$ cat config.mk
export PLATFORM = sky130hd
export DESIGN_NAME = pds_ctrl
export DESIGN_NICKNAME = d
export VERILOG_FILES = /design/src/hw/rtl/pds_pkg.sv /design/src/hw/rtl/pds_ctrl.sv
export SDC_FILE = /design/constraint.sdc
export NUM_CORES = 1
export LEC_CHECK = 0
export BUFFER_PORTS_ARGS = -buffer_cell sky130_fd_sc_hd__buf_2
export CAP_MARGIN = 20
export CORE_ASPECT_RATIO = 1.75
export CORE_MARGIN = 5
export CORE_UTILIZATION = 52
export DETAILED_ROUTE_END_ITERATION = 10
export PLACE_DENSITY = 0.81
export RECOVER_POWER = 100
export REMOVE_ABC_BUFFERS = 1
export SKIP_CTS_REPAIR_TIMING = 1
export SYNTH_ARGS = -nofsm -noshare
export SYNTH_HDL_FRONTEND = slang
export SYNTH_SLANG_ARGS = --single-unit
$ cat constraint.sdc
create_clock -name clk -period 2.3 [get_ports clk]
set_clock_uncertainty 0.05 [all_clocks]
set_input_delay 0.23 -clock clk [delete_from_list [all_inputs] [get_ports clk]]
set_output_delay 0.23 -clock clk [all_outputs]
set_load 0.01 [all_outputs]
$ cat src/hw/rtl/pds_pkg.sv
`timescale 1ns / 1ps
// ----------------------------------------------------------------------------
// pds_pkg
// Shared command codes and status bundle for the pairwise distance sorter.
// ----------------------------------------------------------------------------
package pds_pkg;

  localparam int OutD2Bits    = 34;
  localparam int OutFixBits   = 25;
  localparam int FracBits     = 16;

  typedef enum logic [4:0] {
    DP_NONE,
    DP_LOAD,
    DP_BUILD_START,
    DP_BUILD_RD,
    DP_BUILD_SQ,
    DP_BUILD_WR,
    DP_SORT_START,
    DP_PASS_NEXT,
    DP_SORT_DONE,
    DP_SEG_START,
    DP_LOAD_HA,
    DP_LOAD_HB,
    DP_MERGE_EMIT,
    DP_FETCH_HEAD,
    DP_SEG_NEXT,
    DP_READ_PAIR,
    DP_READ_PTS,
    DP_SQRT_INIT,
    DP_SQRT_STEP,
    DP_OUT_LOAD
  } dp_cmd_t;

  typedef struct packed {
    logic is_read;
    logic is_last;
    logic few;
    logic build_last;
    logic w_done;
    logic s_done;
    logic merge_end;
    logic read_ok;
    logic sqrt_done;
    logic out_free;
  } pds_status_t;

endpackage

$ cat src/hw/rtl/pds_ctrl.sv
`timescale 1ns / 1ps
// ----------------------------------------------------------------------------
// pds_ctrl
// Sequencer for load, pair build, merge sort passes and result read-out.
// ----------------------------------------------------------------------------
module pds_ctrl (
  input  logic                clk,
  input  logic                rst,
  input  logic                s_tvalid,
  output logic                s_tready,
  input  pds_pkg::pds_status_t status,
  output pds_pkg::dp_cmd_t    cmd
);
  import pds_pkg::*;

  typedef enum logic [15:0] {
    ST_IDLE     = 16'h0001,
    ST_CLOSE    = 16'h0002,
    ST_B_RD     = 16'h0004,
    ST_B_SQ     = 16'h0008,
    ST_B_WR     = 16'h0010,
    ST_SORT_INI = 16'h0020,
    ST_PASS_CHK = 16'h0040,
    ST_SEG_CHK  = 16'h0080,
    ST_LD_HA    = 16'h0100,
    ST_LD_HB    = 16'h0200,
    ST_MERGE    = 16'h0400,
    ST_FETCH    = 16'h0800,
    ST_R_PTS    = 16'h1000,
    ST_R_INIT   = 16'h2000,
    ST_R_SQ     = 16'h4000,
    ST_R_OUT    = 16'h8000
  } state_t;

  state_t state, state_next;

  assign s_tready = (state == ST_IDLE);

  always_ff @(posedge clk) begin
    if (rst) begin
      state <= ST_IDLE;
    end else begin
      state <= state_next;
    end
  end

  always_comb begin
    state_next = state;
    cmd        = DP_NONE;
    unique case (state)
      ST_IDLE: begin
        if (s_tvalid) begin
          if (status.is_read) begin
            if (status.read_ok) begin
              cmd        = DP_READ_PAIR;
              state_next = ST_R_PTS;
            end
          end else begin
            cmd = DP_LOAD;
            if (status.is_last) begin
              state_next = ST_CLOSE;
            end
          end
        end
      end
      ST_CLOSE: begin
        if (status.few) begin
          cmd        = DP_SORT_START;
          state_next = ST_PASS_CHK;
        end else begin
          cmd        = DP_BUILD_START;
          state_next = ST_B_RD;
        end
      end
      ST_B_RD: begin
        cmd        = DP_BUILD_RD;
        state_next = ST_B_SQ;
      end
      ST_B_SQ: begin
        cmd        = DP_BUILD_SQ;
        state_next = ST_B_WR;
      end
      ST_B_WR: begin
        cmd        = DP_BUILD_WR;
        state_next = status.build_last ? ST_SORT_INI : ST_B_RD;
      end
      ST_SORT_INI: begin
        cmd        = DP_SORT_START;
        state_next = ST_PASS_CHK;
      end
      ST_PASS_CHK: begin
        if (status.w_done) begin
          cmd        = DP_SORT_DONE;
          state_next = ST_IDLE;
        end else begin
          state_next = ST_SEG_CHK;
        end
      end
      ST_SEG_CHK: begin
        if (status.s_done) begin
          cmd        = DP_PASS_NEXT;
          state_next = ST_PASS_CHK;
        end else begin
          cmd        = DP_SEG_START;
          state_next = ST_LD_HA;
        end
      end
      ST_LD_HA: begin
        cmd        = DP_LOAD_HA;
        state_next = ST_LD_HB;
      end
      ST_LD_HB: begin
        cmd        = DP_LOAD_HB;
        state_next = ST_MERGE;
      end
      ST_MERGE: begin
        if (status.merge_end) begin
          cmd        = DP_SEG_NEXT;
          state_next = ST_SEG_CHK;
        end else begin
          cmd        = DP_MERGE_EMIT;
          state_next = ST_FETCH;
        end
      end
      ST_FETCH: begin
        cmd        = DP_FETCH_HEAD;
        state_next = ST_MERGE;
      end
      ST_R_PTS: begin
        cmd        = DP_READ_PTS;
        state_next = ST_R_INIT;
      end
      ST_R_INIT: begin
        cmd        = DP_SQRT_INIT;
        state_next = ST_R_SQ;
      end
      ST_R_SQ: begin
        if (status.sqrt_done) begin
          state_next = ST_R_OUT;
        end else begin
          cmd = DP_SQRT_STEP;
        end
      end
      ST_R_OUT: begin
        if (status.out_free) begin
          cmd        = DP_OUT_LOAD;
          state_next = ST_IDLE;
        end
      end
      default: begin
        state_next = ST_IDLE;
      end
    endcase
  end

endmodule

==> key figures, run 1 <==
STA
  – RSZ-0062 raised after global routing: true
  – Total count of max-transition violations in the final report: 0
  – Final hold violation count: 0
  – Timing-limited maximum frequency: approximately 430 MHz
  – Slew margin rel.: 0.6440
  – Worst Tran Pin Value: 528.2 ps
  – Fraction of the cycle the final worst path needs: 1.021
  – Final period demand of the worst path: around 2300 ps
  – Fin worst setup slack: -47.16 ps
  – Number of setup violations in the final report: 1

Worst setup path
  – Setup slack, reg-to-reg: approximately 70 ps
  – Origin of the worst setup path: state[1]$_SDFFE_PP0P_
  – Cell count of the worst reg-to-reg path: 7
  – Critical path required time: 2020 ps
  – Kind of critical path: reg -> out
  – End point of the critical path: cmd[1]
  – Critical-path cell list: nor4_4, nand3_4, or3_4, o31a_1, nand4_1, buf_2
  – Terminus of the critical flop-to-flop path: state[1]$_SDFFE_PP0P_
  – Delay of the slowest cell on the worst path: 470 ps
  – Data arrival time of the critical path: between 2000 and 2500 ps
  – Critical R2R Launch: state[1]$_SDFFE_PP0P_
  – Crit path capture type: output pin
  – Max Fanout on Critical Path: 7
  – Slowest cell on the critical path: sky130_fd_sc_hd__nor4_4
  – CP Launch Type: flop

Final layout
  – Register with the highest flop count: state
  – Most frequent cells in the layout: sky130_fd_sc_hd__buf_4, sky130_fd_sc_hd__buf_2, sky130_fd_sc_hd__nor2_1, sky130_fd_sc_hd__nand2_1, sky130_fd_sc_hd__dfxtp_1
  – Net count reported at finish: 200
  – Max reg flops: 16
  – Layout Area Growth over Synthesis: 34.16%
  – Fraction of final layout cells sized beyond drive strength 1: 0.3838
  – Area of all placed cells without fillers: roughly 0.0016 mm^2
  – Registers with the most flip-flops: state (16)
  – Diode count: 0
  – Commonest non-fill, non-tap cell in the layout: sky130_fd_sc_hd__buf_4

Clocking
  – Buffer depth of the longest clock path: 2
  – H-tree depth: 1
  – Clock slew seen by the registers of the worst setup and hold paths: approximately 60 ps
  – Root buffer selected by CTS: sky130_fd_sc_hd__clkbuf_8
  – Clock latency reported for the late side of the worst-skew pair: ~250 ps
  – Number of clock sinks seen by CTS: 16
  – Number of buffers created by CTS: 3
  – CTS tree: done

Floorplan
  – Number of top-level pins: 19
  – Full die area: around 0.0034 mm^2
  – Core box area: 0.002273 mm^2
  – Vertical extent of the die: between 70 and 80 um
  – Horizontal extent of the die: ~47 um
  – Total number of placement rows: 23
  – Effective utilization at floorplan: 0.5333

Power
  – Switching Fraction: 0.4074
  – Portion of total power attributed to combinational logic: 0.492
  – Share of total power in sequential cells: 0.315
  – Portion of total power attributed to the clock network: 0.194
  – P_sw: 449.3 uW
  – Power per cell area: slightly below 700 mW/mm^2
  – VDD IR max: approximately 620 uV
  – Leak pwr: a little under 0.0007 uW
  – Cell-internal power: around 650 uW
  – Overall power: 1103 uW

Detailed routing
  – DR WL/cell: 19.16 um
  – Post-route ant nets: 0
  – Iter 0 DRT Violations: 127
  – Drc violations: 0
  – Post-detailed-route via-to-cell ratio: ~6.5
  – First-pass iteration count of the detailed router: 4
  – Final wirelength: between 4000 and 5000 um
  – Via count: 1,368

Global routing
  – GRT Overall Usage: 0.2225
  – Largest net degree at the start of global routing: 12
  – Number of antenna violations at the first check in global routing: 0
  – Global Route met2 Usage: 0.3788
  – Grt total ovfl: 0
  – Via count of the first global-routing pass: 1,276
  – Met3 Usage GRT: 0.03431
  – Met1 Use GR: 0.2440
  – Busiest metal layer after global routing: met2
  – Wire length of the first global-routing pass: about 5600 um

Run status
  – Violated checks: negative setup slack
  – Result of the run: finished with violations

Min path
  – Worst hold-check path type: in -> reg

Placement
  – Estimated wirelength of the detail-placed design: roughly 2800 um
  – Routability cong.: between 0.9 and 1
  – Port Buf Inserts: 18
  – Post-place instance area: approximately 0.0014 mm^2

Yosys
  – Post-synthesis cell area: ~0.0012 mm^2
  – Seq/Total Area, Yosys: 0.2642
  – YS warnings: 0
  – Synthesized instance count: about 150
  – Post-synthesis average cell area: 8.137 um^2
  – Cell variety after synth: between 40 and 50
  – Flop and latch count out of synthesis: 16

Job
  – Reported max-cap violation count: 0
-- cell usage after synthesis (all sizes together) --
cell type	instances	share of area
or3b	1	0.0072
nand3b	3	0.019
nor4	5	0.066
nand4b	2	0.014
a311oi	1	0.0072
o31a	1	0.0072
and4	1	0.0072
o21ai	4	0.017
nor4b	5	0.036
and3	5	0.026
nand2b	2	0.010
a22o	1	0.0072
a21oi	6	0.025
o22ai	3	0.015
nor2	13	0.042
a32o	1	0.0083
inv	2	0.0062
o21bai	2	0.012
a211oi	3	0.019
o41ai	1	0.013
mux2i	3	0.025
or3	4	0.021
nor3b	3	0.019
a22oi	1	0.0062
buf	5	0.022
mux2	2	0.019
nand4	4	0.021
xor2	4	0.029
and2	3	0.015
dfxtp	16	0.26
nand2	10	0.031
a31o	1	0.0072
o211ai	2	0.012
clkbuf	4	0.012
or2	1	0.0052
or4	4	0.025
nor3	7	0.029
xnor2	5	0.036
nand3	8	0.037
-- power by group through the flow --
stage               registers [uW]  logic, uW  clock network, uW
CTS                            339        446                212
finish                         347        542                214
detailed placement             346        443                  0
global route                   348        578                228
floorplan                      337        302                  0
global placement               343        431                  0
-- worst max-delay path, delay by kind of cell (launching register included) --
family          cells  cell delay (ps)
simple gates        4             1170
flops               1              370
compound gates      1              140
buf+inv             1              140
-- layout make-up --
class | count | area [um^2]
well taps | 25 | 31.28
clock buffers | 3 | 41.29
multi-input cells | 122 | 929.6
repair buffers | 42 | 280.3
fillers | 168 | 646.9
flip-flops and latches | 16 | 336.6
inverters | 2 | 7.507
-- per-stage QoR --
step / hold WS, ps / setup TNS [ps] / util / instances / worst slack [ps]
after global routing: 112.5 / -372.6 / 0.7155 / 210 / -120.5
after global placement: 375.1 / 0 / 0.6081 / 195 / 213.9
after CTS: 117.8 / -248.9 / 0.6263 / 198 / -125.1
final: 113.9 / -47.16 / 0.7155 / 210 / -47.16
after floorplan: 249.1 / 0 / - / 140 / 181.9
after detailed placement: 378.4 / 0 / 0.6081 / 195 / 128.2
-- how the worst min path moves through the flow --
stage,slack (ps),startpoint,endpoint,depth (start not counted)
after CTS,120,status[3],state[11]$_SDFFE_PP0P_,2
after global routing,110,status[3],state[11]$_SDFFE_PP0P_,2
final,110,status[3],state[11]$_SDFFE_PP0P_,2
after floorplan,250,rst,state[14]$_SDFFE_PP0P_,1
after global placement,380,status[3],state[11]$_SDFFE_PP0P_,2
after detailed placement,380,status[3],state[11]$_SDFFE_PP0P_,2
-- metal layers --
metal | routed length, um | part of all wire
met5 | 0 | 0
met4 | 292 | 0.073
met3 | 201 | 0.050
met2 | 2084 | 0.52
met1 | 1446 | 0.36
-- cells by family after synthesis --
| kind of cell | count (synthesis) | synth area share |
|---|---|---|
| AO/OA/AOI/OAI | 27 | 0.1569 |
| XOR/XNOR | 9 | 0.06501 |
| buffers and inverters | 11 | 0.04024 |
| flip-flops | 16 | 0.2642 |
| multiplexers | 5 | 0.04334 |
| AND/OR/NAND/NOR | 81 | 0.4303 |
Note: power is estimated with default switching activity, not from simulation.
==> run 2: changes to the inputs <==
Settings changed: CTS_BUF_LIST from default to sky130_fd_sc_hd__clkbuf_2.
==> run 2 against run 1 <==
Effect of this change:
- the flow still finishes with violations (negative setup slack)
- first-iteration DRC count decreased by 2.4%
- cell area decreased by 5.2%
- combinational power decreased by 4%
- sequential power about the same
- die area unchanged
- hold slack got worse by 62 ps
- clock-buffer cell count unchanged
- wire length decreased by 4.9%
- utilization decreased by 3.7 points
- flip-flop and latch count unchanged
- sequential share of layout area increased by 1.1 points
- cell count decreased by 2.4%
- largest power group unchanged
==> key figures, run 2 (synthesis gave the netlist of run 1 again) <==
Floorplan
  – Full die area: 0.003435 mm^2 (unchanged)
  – Number of top-level pins: 19 (unchanged)
  – Effective utilization at floorplan: 0.5333 (unchanged)
  – Vertical extent of the die: 73.88 um (unchanged)
  – Core box area: 0.002273 mm^2 (unchanged)
  – Horizontal extent of the die: 46.50 um (unchanged)
  – Total number of placement rows: 23 (unchanged)

STA
  – RSZ-0062 raised after global routing: true (unchanged)
  – Total count of max-transition violations in the final report: 0 (unchanged)
  – Worst Tran Pin Value: 470.0 ps (was 528.2 ps)
  – Final hold violation count: 0 (unchanged)
  – Number of setup violations in the final report: 5 (was 1)
  – Worst hold-check slack: 52.03 ps (was 113.9 ps)
  – Slew margin rel.: 0.6822 (was 0.6440)
  – Fin worst setup slack: -137.9 ps (was -47.16 ps)
  – Fraction of the cycle the final worst path needs: 1.060 (was 1.021)
  – Final period demand of the worst path: 2438 ps (was 2347 ps)
  – Timing-limited maximum frequency: 410.2 MHz (was 426.0 MHz)

Placement
  – Post-Place Worst Slack: 128.2 ps (unchanged)
  – Estimated wirelength of the detail-placed design: 2778 um (unchanged)
  – Port Buf Inserts: 18 (unchanged)
  – Placed cell count: 195 (unchanged)
  – Routability cong.: 0.9278 (unchanged)

Worst setup path
  – Critical-path cell list: nor4_4, buf_4, nand3_4, or3_4, o31a_1, nand4_1, buf_2 (was nor4_4, nand3_4, or3_4, o31a_1, nand4_1, buf_2)
  – Critical path required time: 2020 ps (about the same)
  – Delay of the slowest cell on the worst path: 430 ps (was 470 ps)
  – Kind of critical path: reg -> out (unchanged)
  – Crit path capture type: output pin (unchanged)
  – Max Fanout on Critical Path: 5 (was 7)
  – Delay-heaviest family, CP: simple AND/OR/NAND/NOR gates (unchanged)
  – Number of buffers and inverters on the critical path: 2 (was 1)
  – Data arrival time of the critical path: 2160 ps (was 2070 ps)
  – CP Launch Type: flop (unchanged)
  – Slowest cell on the critical path: sky130_fd_sc_hd__or3_4 (was sky130_fd_sc_hd__nor4_4)

Final layout
  – Diode count: 0 (unchanged)
  – Fraction of final layout cells sized beyond drive strength 1: 0.3611 (was 0.3838)
  – Filler Cells Inserted: 182 (was 168)
  – Area of the multi-input gates: 919.6 um^2 (was 929.6 um^2)
  – Commonest non-fill, non-tap cell in the layout: sky130_fd_sc_hd__buf_4 (unchanged)
  – Registers with the most flip-flops: state (16) (unchanged)
  – Most frequent cells in the layout: sky130_fd_sc_hd__buf_4, sky130_fd_sc_hd__buf_2, sky130_fd_sc_hd__nor2_1, sky130_fd_sc_hd__nand2_1, sky130_fd_sc_hd__dfxtp_1 (unchanged)
  – Seq. cell area: 335.3 um^2 (was 336.6 um^2)
  – Final core utilization: 0.6780 (was 0.7155)
  – Layout Area Growth over Synthesis: 27.14% (was 34.16%)
  – Final standard cell count with taps included and fillers excluded: 205 (was 210)
  – Register with the highest flop count: state (unchanged)
  – Net count reported at finish: 195 (was 200)
  – Max reg flops: 16 (unchanged)

Detailed routing
  – Final wirelength: 3827 um (was 4024 um)
  – Drc violations: 0 (unchanged)
  – DR WL/cell: 18.67 um (was 19.16 um)
  – Post-detailed-route via-to-cell ratio: 6.756 (was 6.514)
  – Post-route ant nets: 0 (unchanged)
  – Via count: 1,385 (was 1,368)
  – Iter 0 DRT Violations: 124 (was 127)
  – First-pass iteration count of the detailed router: 4 (unchanged)

Clocking
  – CTS tree: done (unchanged)
  – Clock latency reported for the late side of the worst-skew pair: 300 ps (was 250 ps)
  – H-tree depth: 1 (unchanged)
  – Number of clock sinks seen by CTS: 16 (unchanged)
  – Buffer depth of the longest clock path: 2 (unchanged)
  – Clock slew seen by the registers of the worst setup and hold paths: 160 ps (was 60 ps)
  – Root buffer selected by CTS: sky130_fd_sc_hd__clkbuf_2 (was sky130_fd_sc_hd__clkbuf_8)
  – Number of buffers created by CTS: 3 (unchanged)

Power
  – VDD IR max: 487.7 uV (was 617.7 uV)
  – Power per cell area: 645.9 mW/mm^2 (was 678.1 mW/mm^2)
  – Overall power: 995.7 uW (was 1103 uW)
  – Leak pwr: 0.0006408 uW (was 0.0006768 uW)

Global routing
  – Number of antenna violations at the first check in global routing: 0 (unchanged)
  – Grt total ovfl: 0 (unchanged)
  – Wire length of the first global-routing pass: 5575 um (was 5609 um)
  – Largest net degree at the start of global routing: 12 (unchanged)
  – GRT Overall Usage: 0.2211 (was 0.2225)
  – Via count of the first global-routing pass: 1,287 (was 1,276)

Min path
  – Worst hold-check path type: in -> reg (unchanged)

Run status
  – Result of the run: finished with violations (unchanged)
  – Violated checks: negative setup slack (unchanged)

Job
  – Reported max-cap violation count: 0 (unchanged)
run 2: layer usage:
layer | part of all wire | global-route usage
met5 | 0 | 0
met4 | 0.051 | 0.1297
met3 | 0.065 | 0.03676
met2 | 0.52 | 0.3850
met1 | 0.36 | 0.2351
run 2: worst paths after layout:
check                    startpoint                endpoint  slack [ps]  depth (start not counted)
max           state[5]$_SDFFE_PP0P_                  cmd[1]        -140                          7
min                       status[3]  state[11]$_SDFFE_PP0P_          50                          2
max reg2reg   state[5]$_SDFFE_PP0P_   state[1]$_SDFFE_PP0P_          50                          8
min reg2reg  state[12]$_SDFFE_PP0P_  state[13]$_SDFFE_PP0P_         520                          2
run 2: layout make-up:
| type | instances | area share |
|---|---|---|
| clock buffer | 3 | 0.009740 |
| inverter | 2 | 0.004870 |
| multi-input combinational | 122 | 0.5966 |
| sequential | 16 | 0.2175 |
| tap | 25 | 0.02029 |
| timing repair buffer | 37 | 0.1510 |
run 2: per-stage QoR:
step	cell area [um^2]	setup TNS [ps]
floorplan	1171	0
global placement	1383	0
detailed placement	1383	0
CTS	1398	-616.0
global route	1541	-843.5
finish	1541	-368.9
run 2: where the power goes:
part | leakage [uW] | switching, uW | total [uW] | internal [uW]
registers | 0.000133 | 51.1 | 346 | 295
clock network | 0.0000125 | 91.2 | 127 | 35.5
logic | 0.000495 | 293 | 523 | 229
